## src/rtl/message_receive_matcher_top_defines.svh

```systemverilog
// Assertion macros for the message receive matcher.
// Each macro checks a property on the rising clock edge while reset is released.
`ifndef MESSAGE_RECEIVE_MATCHER_TOP_DEFINES_SVH
`define MESSAGE_RECEIVE_MATCHER_TOP_DEFINES_SVH

`ifndef SYNTHESIS
`define MRM_ASSERT_NOW(name, cond, msg) \
    name: assert property (@(posedge clk) disable iff (!rst_n) (cond)) \
        else $error(msg);
`define MRM_ASSERT_IMPLY(name, ante, cons, msg) \
    name: assert property (@(posedge clk) disable iff (!rst_n) (ante) |-> (cons)) \
        else $error(msg);
`else
`define MRM_ASSERT_NOW(name, cond, msg)
`define MRM_ASSERT_IMPLY(name, ante, cons, msg)
`endif

`endif

```

## src/rtl/mrm_pkg.sv

```systemverilog
package mrm_pkg;

    typedef enum logic [1:0] {
        ST_MATCHED  = 2'd0,
        ST_QUEUED   = 2'd1,
        ST_SIZE_ERR = 2'd2,
        ST_FULL     = 2'd3
    } status_t;

    localparam logic CMD_APPEND = 1'b0;
    localparam logic CMD_POST   = 1'b1;

    typedef struct packed {
        logic [15:0] context_id;
        logic [30:0] msg_tag;
        logic [15:0] source_rank;
        logic [31:0] byte_size;
        logic [15:0] entry_handle;
    } entry_t;

    typedef struct packed {
        logic        active;
        logic        found;
        logic        err;
        logic [31:0] byte_size;
        logic [15:0] entry_handle;
    } carry_t;

    typedef struct packed {
        logic start;
        logic wr;
        logic shift;
    } cell_ctl_t;

endpackage

```

## src/rtl/mrm_cell.sv

```systemverilog
module mrm_cell #(
    parameter int unsigned DEPTH = 32,
    parameter int unsigned IDX   = 0
) (
    input  logic                          clk,
    input  logic                          rst_n,
    input  mrm_pkg::cell_ctl_t            ctl,
    input  logic [$clog2(DEPTH)-1:0]      wr_idx,
    input  logic [$clog2(DEPTH+1)-1:0]    fill,
    input  mrm_pkg::entry_t               key,
    input  mrm_pkg::carry_t               carry_in,
    input  mrm_pkg::entry_t               next_entry,
    output mrm_pkg::carry_t               carry_out,
    output mrm_pkg::entry_t               entry
);

    localparam int unsigned FW = $clog2(DEPTH + 1);
    localparam int unsigned IW = $clog2(DEPTH);
    localparam logic [FW-1:0] IDX_F = FW'(IDX);
    localparam logic [IW-1:0] IDX_I = IW'(IDX);

    mrm_pkg::entry_t entry_reg;
    mrm_pkg::carry_t carry_reg;
    mrm_pkg::carry_t carry_next;
    logic            del_reg;
    logic            del_next;
    logic            live;
    logic            hit;

    assign live = (IDX_F < fill);
    assign hit  = carry_in.active && !carry_in.found && live
                  && (entry_reg.context_id == key.context_id)
                  && (entry_reg.msg_tag == key.msg_tag)
                  && (entry_reg.source_rank == key.source_rank);

    always_comb
    begin
        carry_next.active       = carry_in.active;
        carry_next.found        = carry_in.found || hit;
        carry_next.err          = carry_in.err;
        carry_next.byte_size    = carry_in.byte_size;
        carry_next.entry_handle = carry_in.entry_handle;
        if (hit)
        begin
            carry_next.err          = (entry_reg.byte_size > key.byte_size);
            carry_next.byte_size    = entry_reg.byte_size;
            carry_next.entry_handle = entry_reg.entry_handle;
        end
        del_next = del_reg;
        if (carry_in.active)
        begin
            del_next = carry_in.found || hit;
        end
    end

    always_ff @(posedge clk or negedge rst_n)
    begin
        if (!rst_n)
        begin
            carry_reg <= '0;
            del_reg   <= 1'b0;
        end
        else
        begin
            carry_reg <= carry_next;
            del_reg   <= del_next;
        end
    end

    always_ff @(posedge clk)
    begin
        if (ctl.wr && (wr_idx == IDX_I))
        begin
            entry_reg <= key;
        end
        else if (ctl.shift && del_reg)
        begin
            entry_reg <= next_entry;
        end
    end

    assign carry_out = carry_reg;
    assign entry     = entry_reg;

endmodule

```

## config.mk

```make
export PLATFORM = sky130hd
export DESIGN_NAME = mrm_cell
export DESIGN_NICKNAME = d
export VERILOG_FILES = /design/src/rtl/message_receive_matcher_top_defines.svh /design/src/rtl/mrm_pkg.sv /design/src/rtl/mrm_cell.sv
export SDC_FILE = /design/constraint.sdc
export NUM_CORES = 1
export LEC_CHECK = 0
export ABC_AREA = 1
export BUFFER_PORTS_ARGS = -buffer_cell sky130_fd_sc_hd__buf_4
export CELL_PAD_IN_SITES_DETAIL_PLACEMENT = 0
export CELL_PAD_IN_SITES_GLOBAL_PLACEMENT = 1
export CORE_MARGIN = 1.5
export CORE_UTILIZATION = 30
export DETAILED_ROUTE_END_ITERATION = 8
export PLACE_DENSITY = 0.81
export REMOVE_ABC_BUFFERS = 1
export SETUP_SLACK_MARGIN = 0.5
export SLEW_MARGIN = 20
export SYNTH_ARGS = -nofsm -noshare
export SYNTH_HDL_FRONTEND = slang
export SYNTH_SLANG_ARGS = --single-unit
```

## constraint.sdc

```tcl
create_clock -name clk -period 7.9 [get_ports clk]
set_input_delay 0.395 -clock clk [delete_from_list [all_inputs] [get_ports clk]]
set_output_delay 0.395 -clock clk [all_outputs]
set_load 0.005 [all_outputs]
```

==> results by group, run 1 <==
Final layout
  • Area Overhead vs Synth: 48.1%
  • N_diodes: 0
  • Layout cell share with drive strength beyond 1: 0.325
  • Nets: 1887
  • Area of the multi-input gates: 0.00356 mm^2
  • Fill count: 3007
  • Register area: 0.00463 mm^2
  • Largest register FFs: 111

Yosys
  • Post-synthesis sequential area ratio: 0.512
  • Synth top area cells: edfxtp_1, nand2_1, dfrtp_1
  • Leading area contributor after synthesis: edfxtp_1
  • Syn Inst Count: 1125
  • Yosys cell types: 24
  • Share of the synthesized area in the top cell type: 0.368
  • Post-Syn Area: 0.00905 mm^2
  • Syn Area/Cell: 8.05 um^2
  • Ys Warns: 0
  • Post-synthesis register bit count: 163

Detailed routing
  • Post-DR vias/cell: 4.43
  • DRC viols: 0
  • Via Count: 8712
  • Drt total wl: 32.8 mm
  • Drt initial violations: 473
  • Drt pass-1 iters: 5
  • Post-route ant nets: 0
  • WL per Instance: 16.7 um

Setup path
  • Crit path capture type: flip-flop
  • Critical Path AT: 3120 ps
  • Worst EP required: 8190 ps
  • Critical path peak fanout: 57
  • Critical path class: flip-flop to flip-flop
  • CP Launch Type: flip-flop

Clock tree
  • CTS Sinks: 163
  • Post-CTS Setup Bufs: 0
  • CTS tree: done
  • Bufs on Longest Clock Path: 2
  • Clk_lat worst skew: 440 ps
  • Clk slew on worst S/H paths: 70 ps
  • Num CTS Buffers: 17
  • H-Tree Depth: 4
  • Post-CTS resize count: 0
  • Root Driver: clkbuf_16
  • CTS Hold Buffers Added: 0

GRT
  • First-pass GRT wire length: 47.7 mm
  • Initial antenna violation count: 1
  • Total grt overflow: 0
  • Largest net degree at the start of global routing: 109
  • Tot GR Track Use: 0.206
  • Vias in the first global route: 8264

Run
  • Total of max-cap violations: 0

Timing
  • Fmax: 353 MHz
  • Fin. Hold Viols: 0
  • Clk_skew: 12.9 ps
  • RSZ-0062 raised after global routing: no
  • Finish-stage setup viols: 0
  • Slew HR: 0.268
  • Worst-Margin Slew: 1100 ps
  • Final worst slack: 5070 ps
  • Worst hold slack: 37.6 ps
  • Period Utilization, post-route: 0.358
  • Pins Over Slew Limit: 0
  • Total negative setup slack: 0 ps
  • Tmin final: 2830 ps

Placement
  • GP Congestion: 0.870
  • Hpwl dp: 26.0 mm
  • Post-place setup slack: 4850 ps
  • IO buf count: 449

Floorplanning
  • Core Area: 0.0296 mm^2
  • Io pins: 451
  • Die Wd: 177 um
  • Die area: 0.0312 mm^2
  • Die Ht: 177 um
  • Starting Density: 0.305
  • Row count: 63

Power
  • Leak pwr: 7.19 nW
  • Peak supply drop: 0.111 mV
  • PwrDens: 171 mW/mm^2
  • Power Total: 2.30 mW

Worst hold path
  • Hold crit path type: primary input to async pin

Outcome
  • Status: finished clean
## cell usage after synthesis (all sizes together)
cell,n
mux2,25
inv,195
nand3b,2
xnor2,10
clkbuf,20
nand2,397
xor2,1
ha,32
or2,2
a21o,1
a21oi,14
edfxtp,111
buf,11
nor4,1
nor2,87
nand4,6
o21ai,140
nand3,17
o21a,1
dfrtp,52
## cells in the final DEF, fill, tap and decap left out, drive strengths merged
cell and instances:
a21o 1, a21oi 14, buf 453, bufinv 2, clkbuf 21, clkinv 4, clkinvlp 1, dfrtp 52
edfxtp 111, ha 32, inv 198, mux2 25, nand2 397, nand3 17, nand3b 2, nand4 6
nor2 87, nor4 1, o21a 1, o21ai 140, or2 2, xnor2 10, xor2 1
## area by class of cell
cell class              count  share of cell area
repair buffers            453               0.254
clock buffers              21              0.0352
multi-input cells         736               0.265
inverters                 195              0.0546
flip-flops and latches    163               0.346
well taps                 390              0.0364
clock inverters            10             0.00915
## report_power, final
group	leakage, nW	total (mW)	switching, mW	internal (mW)
Clock	0.290	0.878	0.383	0.496
Combinational	5.25	0.406	0.193	0.214
Sequential	1.66	1.01	0.0343	0.977
## worst paths after layout
kind	startpoint	end	slack, ps	cells past startpoint
worst max-delay path	entry[56]	carry_out[10]	5070	9
worst min-delay path	rst_n	carry_out[19]	40	1
worst max register to register	entry[56]	carry_out[10]	5070	9
worst min register to register	del_reg	del_reg	530	2
max in group asynchronous	rst_n	carry_out[7]	7350	1
min in group clk	carry_in[50]	carry_out[50]	120	1
## critical path: stages, from the launching register on
cell and delay, ps:
edfxtp_1 400, xnor2_1 400, nand3_1 120, nor2_1 140
nand2_1 70, nor2_1 260, nand3_4 540, buf_4 520
nand2_1 110, o21ai_1 90
## stage by stage
stage,instances,utilization,instance area [um^2]
floorplan,1094,-,8910
global placement,1937,0.432,12800
detailed placement,1937,0.432,12800
CTS,1968,0.452,13400
global route,1968,0.452,13400
finish,1968,0.452,13400
## kinds of logic after synthesis
family	synth area share
adders and majority gates	0.0442
and+or+nand+nor	0.219
muxes	0.0311
AOI/OAI and AO/OA	0.0868
xor gates and xnor gates	0.0106
buffers and inverters	0.0966
DFF	0.512
## routing by layer
metal  vias to the layer above  GRT usage  wire length, um
li1                       4421          -                -
met1                      3955      0.261            13900
met2                       293      0.346            16000
met3                        41     0.0430             2010
met4                         2     0.0724              796
met5                         -          0               13
Power figures use the tool's default switching activity.
==> run 2, diff against run 1 <==
==> constraint.sdc (replaced) <==
create_clock -name clk -period 2.89 [get_ports clk]
set_input_delay 0.1445 -clock clk [delete_from_list [all_inputs] [get_ports clk]]
set_output_delay 0.1445 -clock clk [all_outputs]
set_load 0.005 [all_outputs]
==> run 2 against run 1 <==
Against the previous run:
- design area grew 11%
- via count grew 7.9%
- worst hold slack lost 23 ps
- setup slack lost 4300 ps
- non-clock buffer count grew 149
- utilization grew 5.2 points
- first-iteration DRC count grew 19%
- sequential share of layout area shrank 3.6 points
- clock power grew to 2.6 times the previous value
- global-route usage grew 0.97 points
- register-to-register slack lost 4300 ps
- critical path depth is the same
==> results by group, run 2 (synthesis results as in run 1) <==
Outcome
  • Status: finished clean

Final layout
  • Layout cell share with drive strength beyond 1: 0.302
  • Nets: 2036
  • N_diodes: 0
  • Commonest non-fill, non-tap cell in the layout: buf_4
  • Area Overhead vs Synth: 65.1%
  • Largest register FFs: 111
  • Most frequent cells in the layout: buf_4, nand2_1, inv_1

Timing
  • Slew HR: 0.492
  • Worst hold slack: 14.9 ps
  • Fin. Hold Viols: 0
  • Finish-stage setup viols: 0
  • Period Utilization, post-route: 0.728
  • Worst-Margin Slew: 762 ps
  • Pins Over Slew Limit: 0
  • Fmax: 475 MHz
  • RSZ-0062 raised after global routing: no
  • Final worst slack: 785 ps
  • Clk_skew: 16.5 ps
  • Tmin final: 2110 ps

Detailed routing
  • DRC viols: 0
  • Via Count: 9397
  • WL per Instance: 16.2 um
  • Post-DR vias/cell: 4.44
  • Drt total wl: 34.2 mm
  • Drt initial violations: 564
  • Drt pass-1 iters: 5
  • Post-route ant nets: 0

Clock tree
  • Bufs on Longest Clock Path: 2
  • CTS Sinks: 163
  • CTS tree: done
  • Clk slew on worst S/H paths: 60 ps
  • Root Driver: clkbuf_16
  • Num CTS Buffers: 17
  • H-Tree Depth: 4
  • Clk_lat worst skew: 450 ps

Setup path
  • Critical path peak fanout: 88
  • Cell Chain, Critical Path: xnor2_1 > nand3_1 > nor2_1 > nand2_1 > nor2_1 > nand3_4 > buf_12 > nand2_1 > o21ai_1
  • Max incr delay on CP: 410 ps
  • Crit-path slowest cell: edfxtp_1
  • FF-to-FF Start: entry[94]
  • Worst r2r dst: carry_out[31]
  • Reg-to-reg slack, setup: 780 ps
  • Critical path class: flip-flop to flip-flop
  • Critical Path AT: 2410 ps
  • CP Launch Type: flip-flop
  • Worst Reg-to-Reg Cells: 9
  • Crit path capture type: flip-flop
  • Worst EP required: 3200 ps
  • Delay-heaviest family, CP: simple AND/OR/NAND/NOR gates
  • Buf+Inv Stages, Crit Path: 1

Floorplanning
  • Core Area: 0.0296 mm^2
  • Die Ht: 177 um
  • Die area: 0.0312 mm^2
  • Die Wd: 177 um
  • Io pins: 451
  • Row count: 63
  • Starting Density: 0.305

Power
  • PwrDens: 423 mW/mm^2
  • Power Total: 6.32 mW
  • Peak supply drop: 0.355 mV
  • Leak pwr: 7.85 nW

GRT
  • First-pass GRT wire length: 50.7 mm
  • Initial antenna violation count: 1
  • Largest net degree at the start of global routing: 97
  • Tot GR Track Use: 0.216
  • Vias in the first global route: 9218
  • Total grt overflow: 0

Run
  • Total of max-cap violations: 0

Placement
  • Hpwl dp: 26.3 mm
  • IO buf count: 449
  • Post-place setup slack: 468 ps
  • GP Congestion: 0.896

Worst hold path
  • Hold depth: 3
  • Hold crit path type: primary input to flip-flop
  • Hold Crit Start: next_entry[110]
  • Hold Path Sink: entry[110]
## run 2: cell types whose count changed in the layout (fill, tap and decap cells not counted), sizes merged
cell and delta:
dlygate4sd3 +145, buf +4, bufinv -2, clkinv +2, clkbuf +1, clkinvlp -1, inv +1
## run 2: where the power goes
group	switching, mW	internal (mW)
Sequential	0.0966	2.67
Combinational	0.573	0.725
Clock	1.03	1.23
Total	1.70	4.63
## run 2: metal layers
metal,up-vias,part of all wire,wire (um),global-route usage
met5,-,0.00029,10,0
met4,2,0.027,940,0.0805
met3,58,0.066,2240,0.0425
met2,353,0.49,16700,0.370
met1,4260,0.42,14300,0.267
li1,4724,-,-,-
## run 2: tightest hold or removal path: stages
cell and delay [ps]:
buf_4 80, nand2_1 40, o21ai_0 70
## run 2: timing repair
item / CTS / global route
pin swaps: 0 / 1
gates resized for setup: 2 / 2
hold endpoints to repair: 191 / 0
hold buffers: 145 / 0
endpoints found under the setup margin: 36 / 44
buffers inserted: 0 / 1
gates cloned: 0 / 0
## run 2: how the worst max path moves through the flow
stage / start / endpoint / slack [ps] / cells past startpoint
after detailed placement: entry[56] / carry_out[48] / 470 / 9
after global routing: entry[86] / carry_out[31] / 610 / 11
final: entry[94] / carry_out[31] / 780 / 9
after floorplan: wr_idx[0] / entry[0] / -5390 / 3
after global placement: entry[58] / carry_out[47] / 490 / 9
after CTS: entry[58] / carry_out[48] / 570 / 9
## run 2: layout make-up
class / instances / area (um^2)
fillers: 2804 / 14700
flip-flops and latches: 163 / 4630
well taps: 390 / 488
multi-input cells: 736 / 3580
inverters: 195 / 732
clock inverters: 10 / 70.1
repair buffers: 602 / 4940
clock buffers: 22 / 497
## run 2: stage by stage
stage                     utilization  cells  area [um^2]  setup TNS, ps
after CTS                       0.504   2117        14900              0
after detailed placement        0.435   1940        12900              0
after global routing            0.504   2118        14900              0
after global placement          0.435   1940        12900              0
final                           0.504   2118        14900              0
after floorplan                     -   1094         8910        -794700
==> run 3, diff against run 2 <==
--- a/config.mk
+++ b/config.mk
@@ -10,9 +10,9 @@
 export CELL_PAD_IN_SITES_DETAIL_PLACEMENT = 0
 export CELL_PAD_IN_SITES_GLOBAL_PLACEMENT = 1
 export CORE_MARGIN = 1.5
-export CORE_UTILIZATION = 30
+export CORE_UTILIZATION = 29
 export DETAILED_ROUTE_END_ITERATION = 8
-export PLACE_DENSITY = 0.81
+export PLACE_DENSITY = 0.82
 export REMOVE_ABC_BUFFERS = 1
 export SETUP_SLACK_MARGIN = 0.5
 export SLEW_MARGIN = 20
==> constraint.sdc (replaced) <==
create_clock -name clk -period 1.85 [get_ports clk]
set_input_delay 0.0925 -clock clk [delete_from_list [all_inputs] [get_ports clk]]
set_output_delay 0.0925 -clock clk [all_outputs]
set_load 0.005 [all_outputs]
==> run 3 against run 2 <==
Against the previous run:
- the run now ends with negative setup slack left
- design area is 17% higher
- total power increased by 68%
- wire length up 20%
- die area increased by 3.4%
- worst hold slack better by 6.9 ps
- non-clock buffer count grew 201
- clock-buffer cell count shrank 3
- via count rose by 13%
- setup slack worse by 890 ps
- utilization rose by 6.6 points
- critical endpoint is now carry_out[25]
- largest power group unchanged
- highest routed layer unchanged
==> results by group, run 3 (synthesis results as in run 1) <==
Outcome
  • Status: finished with violations
  • Failing checks: negative setup slack

Setup path
  • CP Launch Point: entry[48]
  • Critical Path AT: 2280 ps
  • Worst EP required: 2180 ps
  • Critical path class: flip-flop to flip-flop
  • Crit path capture type: flip-flop
  • FF-to-FF Start: entry[48]
  • Critical path peak fanout: 6
  • CP Launch Type: flip-flop

Clock tree
  • Clk_lat worst skew: 450 ps
  • CTS tree: done
  • Bufs on Longest Clock Path: 2
  • Clk slew on worst S/H paths: 70 ps
  • Root Driver: clkbuf_16
  • Num CTS Buffers: 17
  • H-Tree Depth: 4
  • CTS Sinks: 163

Timing
  • Worst-Margin Slew: 789 ps
  • Pins Over Slew Limit: 0
  • Final worst slack: -102 ps
  • Finish-stage setup viols: 50
  • RSZ-0062 raised after global routing: yes
  • Slew HR: 0.474
  • Clk_skew: 14.9 ps
  • Total negative setup slack: -3700 ps
  • Period Utilization, post-route: 1.06
  • Fin. Hold Viols: 0
  • Fmax: 512 MHz
  • Tmin final: 1950 ps

Detailed routing
  • Via Count: 10600
  • Post-route ant nets: 0
  • Drt initial violations: 622
  • Post-DR vias/cell: 4.57
  • DRC viols: 0
  • Drt total wl: 40.9 mm
  • Drt pass-1 iters: 5
  • WL per Instance: 17.6 um

Power
  • Power Total: 10.6 mW
  • PwrDens: 606 mW/mm^2
  • Power share of the clock group: 0.353
  • Leak pwr: 9.03 nW
  • Power share of the combinational group: 0.240
  • Peak supply drop: 0.532 mV
  • P_int: 7.66 mW
  • Sw frac: 0.277
  • NetSw: 2.94 mW
  • Seq pwr share: 0.407

Placement
  • Hpwl dp: 27.2 mm
  • IO buf count: 449
  • Inst Count DP: 2032
  • GP Congestion: 0.858
  • Placed cell area: 0.0136 mm^2

Worst hold path
  • Hold crit path type: primary input to flip-flop
  • Hold Crit Start: key[98]

GRT
  • Vias in the first global route: 10700
  • Tot GR Track Use: 0.239
  • Total grt overflow: 0
  • Grt peak-use layer: met2
  • Initial antenna violation count: 1
  • GR Layer Usage met1: 0.287
  • Met3 Use GR: 0.0484
  • First-pass GRT wire length: 59.5 mm
  • GR Util met2: 0.422
  • Largest net degree at the start of global routing: 66

Floorplanning
  • Starting Density: 0.295
  • Io pins: 451
  • Row count: 64
  • Die area: 0.0323 mm^2
  • Core Area: 0.0307 mm^2
  • Die Ht: 180 um
  • Die Wd: 180 um

Final layout
  • Layout cell share with drive strength beyond 1: 0.394
  • Commonest non-fill, non-tap cell in the layout: buf_4
  • Most frequent cells in the layout: buf_4, nand2_1, dlygate4sd3_1
  • Fin cells: 2325
  • Nets: 2237
  • N_diodes: 0
  • Design area: 0.0175 mm^2
  • Largest register FFs: 111
  • Fill count: 2613
  • Area Overhead vs Synth: 93.2%

Run
  • Total of max-cap violations: 0
run 3: cell count changes in the layout (fill, tap and decap cells not counted), moves of 19 or more:
cell	change
nand2_2	+38
o21ai_1	-21
dlygate4sd3_1	+67
o21ai_2	+23
nand2_4	+19
buf_6	+24
nand2_1	-57
buf_4	+92
run 3: stage by stage:
step                      setup slack, ps  utilization  hold WS [ps]
after floorplan                     -6380            -          -203
after global routing                 -183        0.570          12.2
after detailed placement             -256        0.443           209
final                                -102        0.570          21.8
after CTS                           -76.6        0.547         0.220
after global placement               -250        0.443           197
run 3: power groups by stage:
| stage | clock network, mW | registers, mW | logic [mW] |
|---|---|---|---|
| CTS | 3.81 | 4.30 | 2.40 |
| floorplan | 0 | 4.40 | 0.657 |
| finish | 3.75 | 4.31 | 2.54 |
| global placement | 0 | 4.37 | 1.93 |
| detailed placement | 0 | 4.38 | 1.95 |
| global route | 3.94 | 4.33 | 2.77 |
run 3: area by class of cell:
cell class | count | area, um^2 | area share
clock buffer | 19 | 464 | 0.0265
tap | 396 | 495 | 0.0283
inverter | 195 | 732 | 0.0419
clock inverter | 13 | 138 | 0.00787
multi-input combinational | 736 | 4020 | 0.230
sequential | 163 | 4630 | 0.265
timing repair buffer | 803 | 7000 | 0.401
run 3: worst max-delay path, stage by stage (launching register included):
cell and delay [ps]:
edfxtp_1 440, xnor2_1 290, nand3_1 110, nor2_1 100
nand2_1 80, nor2_4 170, nand3_4 150, buf_8 180
clkbuf_16 180, nand2_2 70, o21ai_1 50
run 3: path summary, 6_finish.rpt:
check | to | slack [ps] | cells past startpoint
max in group asynchronous | carry_out[14] | 1030 | 2
max | carry_out[25] | -100 | 10
min reg2reg | del_reg | 520 | 2
min in group asynchronous | carry_out[29] | 290 | 2
max reg2reg | carry_out[25] | -100 | 10
min | entry[98] | 20 | 3
run 3: metal layers:
layer	routed length [um]	vias up
li1	-	5140
met1	16300	4946
met2	20800	447
met3	2370	93
met4	1400	2
met5	13	-
run 3: what timing repair did:
item	in CTS	in global routing
gates resized for setup	50	124
pin swaps	13	26
buffers inserted	19	17
cloned	5	7
endpoints found under the hold margin	215	0
hold buffers	214	0
setup endpoints to repair	51	56
