===== config.mk =====
export PLATFORM = sky130hd
export DESIGN_NAME = mrm_ctrl
export DESIGN_NICKNAME = d
export VERILOG_FILES = /design/src/rtl/message_receive_matcher_top_defines.svh /design/src/rtl/mrm_pkg.sv /design/src/rtl/mrm_ctrl.sv
export SDC_FILE = /design/constraint.sdc
export NUM_CORES = 1
export LEC_CHECK = 0
export ABC_AREA = 0
export BUFFER_PORTS_ARGS = -buffer_cell sky130_fd_sc_hd__buf_4
export CELL_PAD_IN_SITES_DETAIL_PLACEMENT = 1
export CELL_PAD_IN_SITES_GLOBAL_PLACEMENT = 1
export CORE_MARGIN = 8
export CORE_UTILIZATION = 31
export CTS_BUF_LIST = sky130_fd_sc_hd__clkbuf_2 sky130_fd_sc_hd__clkbuf_4 sky130_fd_sc_hd__clkbuf_8
export DETAILED_ROUTE_END_ITERATION = 10
export GPL_TIMING_DRIVEN = 0
export MAX_ROUTING_LAYER = met4
export PLACE_DENSITY = 0.82
export SYNTH_ARGS = -nofsm -noshare
export SYNTH_HDL_FRONTEND = slang
export SYNTH_SLANG_ARGS = --single-unit

===== constraint.sdc =====
create_clock -name clk -period 1.9 [get_ports clk]
set_clock_uncertainty 0.05 [all_clocks]
set_input_delay 0.19 -clock clk [delete_from_list [all_inputs] [get_ports clk]]
set_output_delay 0.19 -clock clk [all_outputs]
set_load 0.01 [all_outputs]

===== src/rtl/message_receive_matcher_top_defines.svh =====
// Assertion macros for the message receive matcher.
// Each macro checks a property on the rising clock edge while reset is released.
`ifndef MESSAGE_RECEIVE_MATCHER_TOP_DEFINES_SVH
`define MESSAGE_RECEIVE_MATCHER_TOP_DEFINES_SVH

`ifndef SYNTHESIS
`define MRM_ASSERT_NOW(name, cond, msg) \
    name: assert property (@(posedge clk) disable iff (!rst_n) (cond)) \
        else $error(msg);
`define MRM_ASSERT_IMPLY(name, ante, cons, msg) \
    name: assert property (@(posedge clk) disable iff (!rst_n) (ante) |-> (cons)) \
        else $error(msg);
`else
`define MRM_ASSERT_NOW(name, cond, msg)
`define MRM_ASSERT_IMPLY(name, ante, cons, msg)
`endif

`endif


===== src/rtl/mrm_pkg.sv =====
package mrm_pkg;

    typedef enum logic [1:0] {
        ST_MATCHED  = 2'd0,
        ST_QUEUED   = 2'd1,
        ST_SIZE_ERR = 2'd2,
        ST_FULL     = 2'd3
    } status_t;

    localparam logic CMD_APPEND = 1'b0;
    localparam logic CMD_POST   = 1'b1;

    typedef struct packed {
        logic [15:0] context_id;
        logic [30:0] msg_tag;
        logic [15:0] source_rank;
        logic [31:0] byte_size;
        logic [15:0] entry_handle;
    } entry_t;

    typedef struct packed {
        logic        active;
        logic        found;
        logic        err;
        logic [31:0] byte_size;
        logic [15:0] entry_handle;
    } carry_t;

    typedef struct packed {
        logic start;
        logic wr;
        logic shift;
    } cell_ctl_t;

endpackage


===== src/rtl/mrm_ctrl.sv =====
module mrm_ctrl #(
    parameter int unsigned UNEXP_DEPTH  = 32,
    parameter int unsigned POSTED_DEPTH = 32
) (
    input  logic                               clk,
    input  logic                               rst_n,
    input  logic                               in_valid,
    output logic                               in_stall,
    input  logic                               cmd,
    input  logic [15:0]                        context_id,
    input  logic [30:0]                        msg_tag,
    input  logic [15:0]                        source_rank,
    input  logic [31:0]                        byte_size,
    input  logic [15:0]                        entry_handle,
    output logic                               out_valid,
    input  logic                               out_stall,
    output logic [1:0]                         status,
    output logic [15:0]                        matched_handle,
    output logic [31:0]                        matched_size,
    output logic [5:0]                         posted_count,
    output logic [5:0]                         unexpected_count,
    output mrm_pkg::cell_ctl_t                 ctl,
    output logic [$clog2(UNEXP_DEPTH)-1:0]     wr_idx,
    output logic [$clog2(UNEXP_DEPTH+1)-1:0]   unexp_fill,
    output mrm_pkg::entry_t                    key,
    input  mrm_pkg::carry_t                    tail
);

    localparam int unsigned UFW = $clog2(UNEXP_DEPTH + 1);
    localparam int unsigned UIW = $clog2(UNEXP_DEPTH);
    localparam int unsigned PFW = $clog2(POSTED_DEPTH + 1);
    localparam logic [UFW-1:0] UNEXP_MAX  = UFW'(UNEXP_DEPTH);
    localparam logic [PFW-1:0] POSTED_MAX = PFW'(POSTED_DEPTH);

    typedef enum logic [1:0] {
        IDLE,
        SCAN,
        OUT
    } state_t;

    state_t             state_reg, state_next;
    mrm_pkg::entry_t    key_reg, key_next;
    mrm_pkg::cell_ctl_t ctl_reg, ctl_next;
    logic [UIW-1:0]     wr_idx_reg, wr_idx_next;
    logic [UFW-1:0]     ufill_reg, ufill_next;
    logic [PFW-1:0]     pfill_reg, pfill_next;
    mrm_pkg::status_t   status_reg, status_next;
    logic [15:0]        handle_reg, handle_next;
    logic [31:0]        size_reg, size_next;

    always_comb
    begin
        state_next  = state_reg;
        key_next    = key_reg;
        ctl_next    = '0;
        wr_idx_next = wr_idx_reg;
        ufill_next  = ufill_reg;
        pfill_next  = pfill_reg;
        status_next = status_reg;
        handle_next = handle_reg;
        size_next   = size_reg;
        case (state_reg)
            IDLE:
            begin
                if (in_valid)
                begin
                    key_next.context_id   = context_id;
                    key_next.msg_tag      = msg_tag;
                    key_next.source_rank  = source_rank;
                    key_next.byte_size    = byte_size;
                    key_next.entry_handle = entry_handle;
                    handle_next           = '0;
                    size_next             = '0;
                    if (cmd == mrm_pkg::CMD_APPEND)
                    begin
                        state_next = OUT;
                        if (ufill_reg == UNEXP_MAX)
                        begin
                            status_next = mrm_pkg::ST_FULL;
                        end
                        else
                        begin
                            status_next  = mrm_pkg::ST_QUEUED;
                            ctl_next.wr  = 1'b1;
                            wr_idx_next  = ufill_reg[UIW-1:0];
                            ufill_next   = ufill_reg + UFW'(1);
                        end
                    end
                    else
                    begin
                        ctl_next.start = 1'b1;
                        state_next     = SCAN;
                    end
                end
            end
            SCAN:
            begin
                if (tail.active)
                begin
                    state_next = OUT;
                    if (tail.found)
                    begin
                        if (tail.err)
                        begin
                            status_next = mrm_pkg::ST_SIZE_ERR;
                        end
                        else
                        begin
                            status_next    = mrm_pkg::ST_MATCHED;
                            handle_next    = tail.entry_handle;
                            size_next      = tail.byte_size;
                            ctl_next.shift = 1'b1;
                            ufill_next     = ufill_reg - UFW'(1);
                        end
                    end
                    else if (pfill_reg == POSTED_MAX)
                    begin
                        status_next = mrm_pkg::ST_FULL;
                    end
                    else
                    begin
                        status_next = mrm_pkg::ST_QUEUED;
                        pfill_next  = pfill_reg + PFW'(1);
                    end
                end
            end
            OUT:
            begin
                if (!out_stall)
                begin
                    state_next = IDLE;
                end
            end
            default:
            begin
                state_next = IDLE;
            end
        endcase
    end

    always_ff @(posedge clk or negedge rst_n)
    begin
        if (!rst_n)
        begin
            state_reg  <= IDLE;
            key_reg    <= '0;
            ctl_reg    <= '0;
            wr_idx_reg <= '0;
            ufill_reg  <= '0;
            pfill_reg  <= '0;
            status_reg <= mrm_pkg::ST_QUEUED;
            handle_reg <= '0;
            size_reg   <= '0;
        end
        else
        begin
            state_reg  <= state_next;
            key_reg    <= key_next;
            ctl_reg    <= ctl_next;
            wr_idx_reg <= wr_idx_next;
            ufill_reg  <= ufill_next;
            pfill_reg  <= pfill_next;
            status_reg <= status_next;
            handle_reg <= handle_next;
            size_reg   <= size_next;
        end
    end

    assign in_stall         = (state_reg != IDLE);
    assign out_valid        = (state_reg == OUT);
    assign status           = status_reg;
    assign matched_handle   = handle_reg;
    assign matched_size     = size_reg;
    assign posted_count     = 6'(pfill_reg);
    assign unexpected_count = 6'(ufill_reg);
    assign ctl              = ctl_reg;
    assign wr_idx           = wr_idx_reg;
    assign unexp_fill       = ufill_reg;
    assign key              = key_reg;

endmodule


==> flow_metrics.py, run 1 <==
metrics = {
    "synth": {
        "ys.flop_type": "dfrtp_1",
        "synth_nets": 964,
        "syn-mean-instance-area_um2": 9.11,
        "ys_types": 41,
        "async_flop_share_pct": 100,
        "yosysWarnings": 0,
        "syn_inst": 794,
        "netlist_area_mm2": 0.00723,
        "synth_seq_area_share_pct": 63.4,
        "synth_edf_count": 0,
        "ys_seq_elements": 183,
    },
    "placed_design": {
        "placed_cell_area_mm2": 0.0104,
        "port_buffers": 355,
        "gp_congestion": 0.817,
        "pre_cts_slack_ns": -0.518,
        "dp_hpwl_um": 21900,
        "placed_cells": 1469,
    },
    "final_layout": {
        "area_growth_syn_to_layout_pct": 75.3,
        "utilization_pct": 54.7,
        "design_area_mm2": 0.0127,
        "finalNonFillerCells": 1681,
        "drive_above_1_share_pct": 34.6,
        "fin_nets": 1518,
        "largest_reg_flops": 111,
        "fill_cells": 2651,
    },
    "power_and_ir_drop": {
        "power_density_mw_per_mm2": 1370,
        "power_leakage_nw": 6.61,
        "peakVddDrop_v": 0.000628,
    },
    "setup_path": {
        "start_kind": "flop",
        "r2r_slack_ns": -0.05,
        "worstPathArrival_ns": 2.26,
        "crit_path_end_kind": "flop",
        "path_class": "reg -> reg",
        "worstPathMaxFanout": 5,
        "cp.required_ns": 2.21,
    },
    "clock_network": {
        "cts_tree": "done",
        "cts_made_buffers": 17,
        "clk_latency_ns": 0.47,
        "htree_num_levels": 4,
        "cts.sinks": 183,
        "clkTransAtPathRegs_ns": 0.11,
        "cts_root_buf": "clkbuf_8",
        "cts_buffer_depth": 2,
    },
    "sta": {
        "timing_hold_violations_final": 0,
        "setup_slack_ns": -0.0503,
        "slew_viol_final": 0,
        "rsz0062_at_grt": "true",
        "max_freq_mhz": 513,
        "worst_pin_slew_ns": 0.718,
        "slew_headroom_pct": 52.1,
        "timing.final.crit_share_pct": 103,
        "period_needed_ns": 1.95,
        "setup_viol": 5,
        "fin_setup_tns_ns": -0.163,
    },
    "grt": {
        "grt_max_degree": 96,
        "grt_overflow": 0,
        "grt_usage_pct": 26.0,
        "antenna_found_initial": 1,
        "grt_pass1_wl_um": 55400,
        "grt_pass1_vias": 9500,
    },
    "detailed_routing": {
        "drtIter0Drc": 416,
        "routed.top_layer": "met4",
        "drt-met1-wl_um": 13200,
        "vias": 8002,
        "routed_wl_um": 35800,
        "ant_nets": 0,
        "wl_met2_um": 18100,
        "vias_per_cell": 4.76,
        "drc": 0,
        "drt_first_pass_iters": 4,
        "wl_met3_um": 3040,
        "routedWlPerCell_um": 21.3,
    },
    "hold_path": {
        "min_path_type": "in -> reg",
    },
    "floorplanning": {
        "die_y_um": 169,
        "initial_utilization_pct": 31.2,
        "pin_count": 356,
        "die-area_mm2": 0.0285,
        "fp.dieW_um": 169,
        "core_area_mm2": 0.0232,
        "rows": 56,
    },
    "status": {
        "failed_checks": "negative setup slack",
        "status": "finished, violations left",
    },
    "job": {
        "maxCapViolCount": 0,
    },
}
[area by class of cell]
type / instances / area [um2] / share of cell area, %
Inverter: 4 / 15.0 / 0.118
Antenna cell: 1 / 2.50 / 0.0197
Sequential cell: 183 / 4580 / 36.2
Clock inverter: 12 / 109 / 0.859
Multi-Input combinational cell: 554 / 2520 / 19.9
Clock buffer: 20 / 263 / 2.07
Buffer: 48 / 282 / 2.22
Tap cell: 319 / 399 / 3.15
Timing Repair Buffer: 540 / 4500 / 35.5
[per-stage QoR]
step | power [mW] | hold WS (ns)
2_1_floorplan | 9.42 | -0.156
5_1_grt | 18.5 | 0.0826
4_1_cts | 17.0 | 0.0343
3_3_place_gp | 13.4 | 0.325
3_5_place_dp | 13.7 | 0.196
6_report | 17.4 | 0.0906
[report_power, final]
group	switching [mW]	internal (mW)	total [mW]
Combinational	4.44	3.74	8.18
Sequential	1.13	5.45	6.58
Clock	1.63	1.02	2.65
Total	7.20	10.2	17.4
[logic make-up (layout without fill, tap and decap cells)]
kind of cell    count (synthesis)  in the layout  synth area share (%)
simple gates                  472            472                  25.8
flops                         183            183                  63.4
compound gates                 65             65                  5.12
buf+inv                        57            624                  3.43
xor+xnor                       11             11                  1.33
fa+ha+maj                       3              3                 0.519
mux                             3              3                 0.467
other cells                     0              1                     0
[synth_stat cells (3+ instances only)]
cell | n | area, um2
mux2_2 | 3 | 33.8
ha_1 | 3 | 37.5
nand4_1 | 5 | 31.3
and3_1 | 3 | 18.8
nor2_1 | 7 | 26.3
xor2_1 | 5 | 43.8
dfrtp_1 | 182 | 4550
buf_2 | 3 | 15.0
o21ai_0 | 49 | 245
inv_1 | 4 | 15.0
nand2b_1 | 4 | 25.0
buf_4 | 6 | 45.0
a22o_1 | 3 | 26.3
nand2_1 | 436 | 1640
clkbuf_1 | 42 | 158
xnor2_1 | 6 | 52.6
[routing by layer]
metal	up-vias	track usage, %
met4	0	11.1
met2	342	45.1
met5	-	-
met1	3989	26.5
met3	96	9.13
li1	3575	-
[path summary, 6_finish.rpt]
kind / end / startpoint / cells after the start
worst min-delay path: state_reg[0]$_DFFE_PN0P_ / in_valid / 3
min in group asynchronous: matched_size[0]$_DFFE_PN0P_ / rst_n / 2
max in group asynchronous: key[55]$_DFFE_PN0P_ / rst_n / 3
worst min register to register: key[31]$_DFFE_PN0P_ / key[31]$_DFFE_PN0P_ / 2
worst max register to register: wr_idx[2]$_DFFE_PN0P_ / unexp_fill[2]$_DFFE_PN0P_ / 4
worst max-delay path: wr_idx[2]$_DFFE_PN0P_ / unexp_fill[2]$_DFFE_PN0P_ / 4
[critical path: stages, from the launching register on]
cell     delay (ns)
dfrtp_1        0.44
or4_4          0.59
nor3b_4        0.24
or3_4          0.22
mux2_4         0.30
[cell usage in the layout (no fill, tap or decap), types with 3 or more instances in the layout]
master,n
nand2b_1,3
mux2_4,3
a22o_1,3
a211oi_2,3
xor2_1,5
nor2_1,5
dfrtp_1,179
clkbuf_1,12
nand2_1,435
clkbuf_2,12
dfrtp_2,3
dlygate4sd3_1,166
clkinvlp_4,3
and3_1,3
buf_2,7
buf_4,379
o21ai_0,48
inv_8,3
clkbuf_4,9
inv_6,6
nand4_1,5
clkbuf_8,19
xnor2_1,5
inv_1,4
[timing repair]
item | in CTS | in global routing
buffers inserted | 12 | 6
endpoints found under the hold margin | 255 | 0
hold buffers | 166 | 0
pin swaps | 5 | 10
gates resized for setup | 40 | 43
endpoints found under the setup margin | 151 | 132
Power figures use the tool's default switching activity.
==> run 2, diff against run 1 <==
CTS_CLUSTER_SIZE = 14   (was unset)
PLACE_DENSITY = unset   (was 0.82)
PLACE_DENSITY_LB_ADDON = 0.1   (was unset)
==> flow_metrics.py, run 2 (synthesis results as in run 1) <==
metrics = {
    "placed_design": {
        "placed_cells": 1469,
        "port_buffers": 355,
        "placed_cell_area_mm2": 0.0104,
        "pre_cts_slack_ns": -0.484,
        "dp_hpwl_um": 20700,
        "gp_congestion": 0.781,
    },
    "sta": {
        "setup_viol": 0,
        "slew_headroom_pct": 52.4,
        "timing_hold_violations_final": 0,
        "period_needed_ns": 1.90,
        "setup_slack_ns": 0.00103,
        "timing.final.crit_share_pct": 99.9,
        "worst_pin_slew_ns": 0.714,
        "max_freq_mhz": 527,
        "slew_viol_final": 0,
        "rsz0062_at_grt": "true",
    },
    "power_and_ir_drop": {
        "p_total_mw": 17.0,
        "peakVddDrop_v": 0.000744,
        "power_leakage_nw": 6.64,
        "power_density_mw_per_mm2": 1340,
    },
    "status": {
        "status": "finished clean",
    },
    "detailed_routing": {
        "vias_per_cell": 4.45,
        "routedWlPerCell_um": 17.9,
        "routed_wl_um": 30200,
        "drc": 0,
        "vias": 7500,
        "ant_nets": 0,
        "drtIter0Drc": 300,
        "drt_first_pass_iters": 6,
    },
    "floorplanning": {
        "core_area_mm2": 0.0232,
        "fp.dieW_um": 169,
        "initial_utilization_pct": 31.2,
        "die-area_mm2": 0.0285,
        "pin_count": 356,
        "rows": 56,
        "die_y_um": 169,
    },
    "setup_path": {
        "cpPeakStageDelay_ns": 0.45,
        "path_class": "reg -> reg",
        "start_kind": "flop",
        "worstPathArrival_ns": 2.21,
        "cp.required_ns": 2.21,
        "worstPathCellList": "buf_6, or4_4, nor3b_2, or3_1, buf_6, mux2_4",
        "crit_path_end_kind": "flop",
        "worstPathMaxFanout": 6,
        "crit_top_cell": "buf_6",
        "cp_num_buf_inv": 2,
        "slowest_stage": "or4_4",
        "cp_top_family": "simple AND/OR/NAND/NOR gates",
    },
    "final_layout": {
        "fill_cells": 2670,
        "seqCellArea_mm2": 0.00459,
        "area_growth_syn_to_layout_pct": 75.6,
        "largest_reg_flops": 111,
        "fin_nets": 1522,
        "layout_common_cells": "nand2_1, buf_4, dfrtp_1",
        "multi_input_area_mm2": 0.00249,
        "finalNonFillerCells": 1685,
        "mostFrequentLayoutCell": "nand2_1",
        "design_area_mm2": 0.0127,
        "utilization_pct": 54.7,
        "drive_above_1_share_pct": 34.5,
    },
    "clock_network": {
        "clkTransAtPathRegs_ns": 0.11,
        "cts_buffer_depth": 2,
        "cts_tree": "done",
        "htree_num_levels": 4,
        "cts_made_buffers": 17,
        "clk_latency_ns": 0.47,
        "cts.sinks": 183,
        "cts_root_buf": "clkbuf_8",
    },
    "grt": {
        "grt_usage_pct": 21.8,
        "antenna_found_initial": 2,
        "grt_pass1_wl_um": 47200,
        "grt_pass1_vias": 8524,
        "grt_overflow": 0,
        "grt_max_degree": 99,
    },
    "job": {
        "maxCapViolCount": 0,
    },
    "hold_path": {
        "min_path_type": "in -> reg",
    },
}
run 2: final timing paths:
| path | from | endpoint | slack, ns | depth (start not counted) |
|---|---|---|---|---|
| max in group asynchronous | rst_n | key[88]$_DFFE_PN0P_ | 0.58 | 3 |
| worst max register to register | unexp_fill[2]$_DFFE_PN0P_ | wr_idx[3]$_DFFE_PN0P_ | 0.001 | 6 |
| worst max-delay path | unexp_fill[2]$_DFFE_PN0P_ | wr_idx[3]$_DFFE_PN0P_ | 0.001 | 6 |
| min in group asynchronous | rst_n | ctl[1]$_DFF_PN0_ | 0.24 | 2 |
| worst min-delay path | cmd | wr_idx[4]$_DFFE_PN0P_ | 0.1 | 3 |
| worst min register to register | key[21]$_DFFE_PN0P_ | key[21]$_DFFE_PN0P_ | 0.43 | 2 |
run 2: metrics by stage:
| step | hold slack (ns) | setup TNS, ns |
|---|---|---|
| after detailed placement | 0.196 | -38.09 |
| after global routing | 0.0742 | -0.454 |
| final | 0.0989 | 0 |
| after CTS | 0.0597 | -0.236 |
| after global placement | 0.329 | -176.90 |
| after floorplan | -0.156 | -0.0305 |
run 2: cell type report:
class | count | area share, %
Inverter | 4 | 0.118
Antenna cell | 2 | 0.0394
Timing Repair Buffer | 542 | 35.5
Buffer | 50 | 2.26
Multi-Input combinational cell | 554 | 19.6
Tap cell | 319 | 3.14
Sequential cell | 183 | 36.1
Clock buffer | 22 | 2.24
Clock inverter | 9 | 0.937
run 2: repair_timing:
action / 4_1_cts / 5_1_grt
gates resized for setup: 38 / 23
endpoints found under the hold margin: 248 / 0
buffers inserted: 8 / 12
pin swaps: 7 / 9
hold buffers: 166 / 0
setup endpoints to repair: 124 / 150
run 2: worst reg2reg max path, delay by kind of cell (launching register included):
family,cells,cell delay (ns)
and+or+nand+nor,3,0.79
muxes,1,0.29
buffers and inverters,2,0.26
DFF,1,0.41
run 2: layer usage:
| layer | share of wire [%] | global-route usage (%) | up-vias |
|---|---|---|---|
| met5 | 0 | - | - |
| met4 | 3.4 | 8.77 | 0 |
| met3 | 7.5 | 7.55 | 55 |
| met2 | 49 | 36.0 | 260 |
| met1 | 40 | 23.8 | 3598 |
| li1 | - | - | 3587 |
run 2: where the power goes:
group | switching (mW) | internal, mW
logic | 4.06 | 3.77
clock network | 1.48 | 1.29
registers | 0.948 | 5.45
total | 6.49 | 10.5
==> run 3, diff against run 2 <==
==> constraint.sdc (replaced) <==
create_clock -name clk -period 1.9 [get_ports clk]
set_clock_uncertainty 0.05 [all_clocks]
set_input_delay 0.095 -clock clk [delete_from_list [all_inputs] [get_ports clk]]
set_output_delay 0.095 -clock clk [all_outputs]
set_load 0.01 [all_outputs]
==> flow_metrics.py, run 3 (synthesis results as in run 1) <==
metrics = {
    "status": {
        "status": "finished, violations left",
        "failed_checks": "negative setup slack",
    },
    "grt": {
        "grt_pass1_wl_um": 47500,
        "grt_pass1_vias": 8599,
        "grt_usage_pct": 21.9,
        "antenna_found_initial": 2,
        "grt_max_degree": 99,
        "grt_overflow": 0,
    },
    "sta": {
        "period_needed_ns": 1.90,
        "hold_ws_ns": 0.144,
        "setup_slack_ns": -0.00488,
        "slew_viol_final": 0,
        "worst_pin_slew_ns": 0.713,
        "timing_hold_violations_final": 0,
        "setup_viol": 1,
        "max_freq_mhz": 525,
        "timing.final.crit_share_pct": 100,
        "fin_setup_tns_ns": -0.00488,
        "slew_headroom_pct": 52.5,
        "rsz0062_at_grt": "true",
    },
    "setup_path": {
        "start_kind": "flop",
        "cp.required_ns": 2.21,
        "worstPathArrival_ns": 2.22,
        "worstPathMaxFanout": 6,
        "crit_path_end_kind": "flop",
        "path_class": "reg -> reg",
    },
    "detailed_routing": {
        "vias": 7524,
        "drtIter0Drc": 305,
        "drc": 0,
        "routed.top_layer": "met4",
        "wl_met2_um": 14700,
        "vias_per_cell": 4.46,
        "drt-met1-wl_um": 12000,
        "routedWlPerCell_um": 17.9,
        "ant_nets": 0,
        "routed_wl_um": 30300,
        "wl_met3_um": 2320,
        "drt_first_pass_iters": 6,
    },
    "clock_network": {
        "clk_latency_ns": 0.47,
        "cts_buffer_depth": 2,
        "htree_num_levels": 4,
        "cts.sinks": 183,
        "cts_made_buffers": 17,
        "cts_tree": "done",
        "clkTransAtPathRegs_ns": 0.11,
        "cts_root_buf": "clkbuf_8",
    },
    "final_layout": {
        "mostFrequentLayoutCell": "nand2_1",
        "design_area_mm2": 0.0127,
        "fill_cells": 2672,
        "fin_nets": 1524,
        "finalNonFillerCells": 1687,
        "layout_common_cells": "nand2_1, buf_4, dfrtp_1",
        "drive_above_1_share_pct": 34.5,
        "largest_reg_flops": 111,
        "utilization_pct": 54.8,
        "area_growth_syn_to_layout_pct": 75.8,
    },
    "placed_design": {
        "placed_cell_area_mm2": 0.0104,
        "gp_congestion": 0.781,
        "placed_cells": 1469,
        "port_buffers": 355,
        "dp_hpwl_um": 20700,
        "pre_cts_slack_ns": -0.484,
    },
    "power_and_ir_drop": {
        "power_density_mw_per_mm2": 1340,
        "seqPwrFrac_pct": 37.6,
        "peakVddDrop_v": 0.000745,
        "swShare_pct": 38.1,
        "power_leakage_nw": 6.65,
        "pwr-share-comb_pct": 46.1,
        "p_total_mw": 17.0,
        "switching_power_mw": 6.49,
        "p_clk_share_pct": 16.3,
        "intPower_mw": 10.5,
    },
    "job": {
        "maxCapViolCount": 0,
    },
    "floorplanning": {
        "initial_utilization_pct": 31.2,
        "core_area_mm2": 0.0232,
        "pin_count": 356,
        "die-area_mm2": 0.0285,
        "rows": 56,
        "die_y_um": 169,
        "fp.dieW_um": 169,
    },
    "hold_path": {
        "min_path_type": "in -> async",
    },
}
-- run 3: cell count changes in the layout (fill, tap and decap cells not counted) --
cell,before,now
dlygate4sd3_1,166,168
-- run 3: worst max-delay path, stage by stage (launching register included) --
cell	delay, ns
dfrtp_1	0.41
buf_6	0.14
or4_4	0.45
nor3b_2	0.19
or3_1	0.15
buf_6	0.12
mux2_4	0.29
-- run 3: final timing paths --
path / start / end / slack [ns] / cells after the start
setup / recovery: unexp_fill[2]$_DFFE_PN0P_ / wr_idx[3]$_DFFE_PN0P_ / -0.005 / 6
hold / removal: rst_n / ctl[1]$_DFF_PN0_ / 0.14 / 2
setup reg to reg: unexp_fill[2]$_DFFE_PN0P_ / wr_idx[3]$_DFFE_PN0P_ / -0.005 / 6
hold reg to reg: key[43]$_DFFE_PN0P_ / key[43]$_DFFE_PN0P_ / 0.43 / 2
max in group asynchronous: rst_n / key[88]$_DFFE_PN0P_ / 0.68 / 3
min in group clk: entry_handle[7] / key[7]$_DFFE_PN0P_ / 0.31 / 4
-- run 3: repair_timing --
| action | CTS | global route |
|---|---|---|
| hold buffers | 168 | 0 |
| gates resized for setup | 38 | 23 |
| hold endpoints to repair | 258 | 0 |
| setup endpoints to repair | 124 | 150 |
| pin swaps | 7 | 9 |
| setup buffers | 8 | 12 |
-- run 3: cell type report --
class,count,area (um2),share of cell area (%)
clock inverter,9,119,0.935
sequential,183,4590,36.1
inverter,4,15.0,0.118
tap,319,399,3.14
buffer,50,287,2.25
timing repair buffer,544,4530,35.6
antenna,2,5.00,0.0394
multi-input combinational,554,2490,19.6
clock buffer,22,284,2.23
-- run 3: power groups by stage --
| stage | registers [mW] | clock network, mW | logic, mW |
|---|---|---|---|
| 6_report | 6.40 | 2.77 | 7.85 |
| 5_1_grt | 6.61 | 2.99 | 8.61 |
| 4_1_cts | 6.39 | 2.87 | 7.71 |
| 3_5_place_dp | 6.48 | 0 | 7.14 |
| 3_3_place_gp | 6.42 | 0 | 7.05 |
| 2_1_floorplan | 7.12 | 0 | 2.31 |
-- run 3: layer usage --
layer  vias up  track usage (%)
met1      3594             23.9
met3        63             7.55
met4         0             9.67
met2       272             35.8
met5         -                -
li1       3595                -
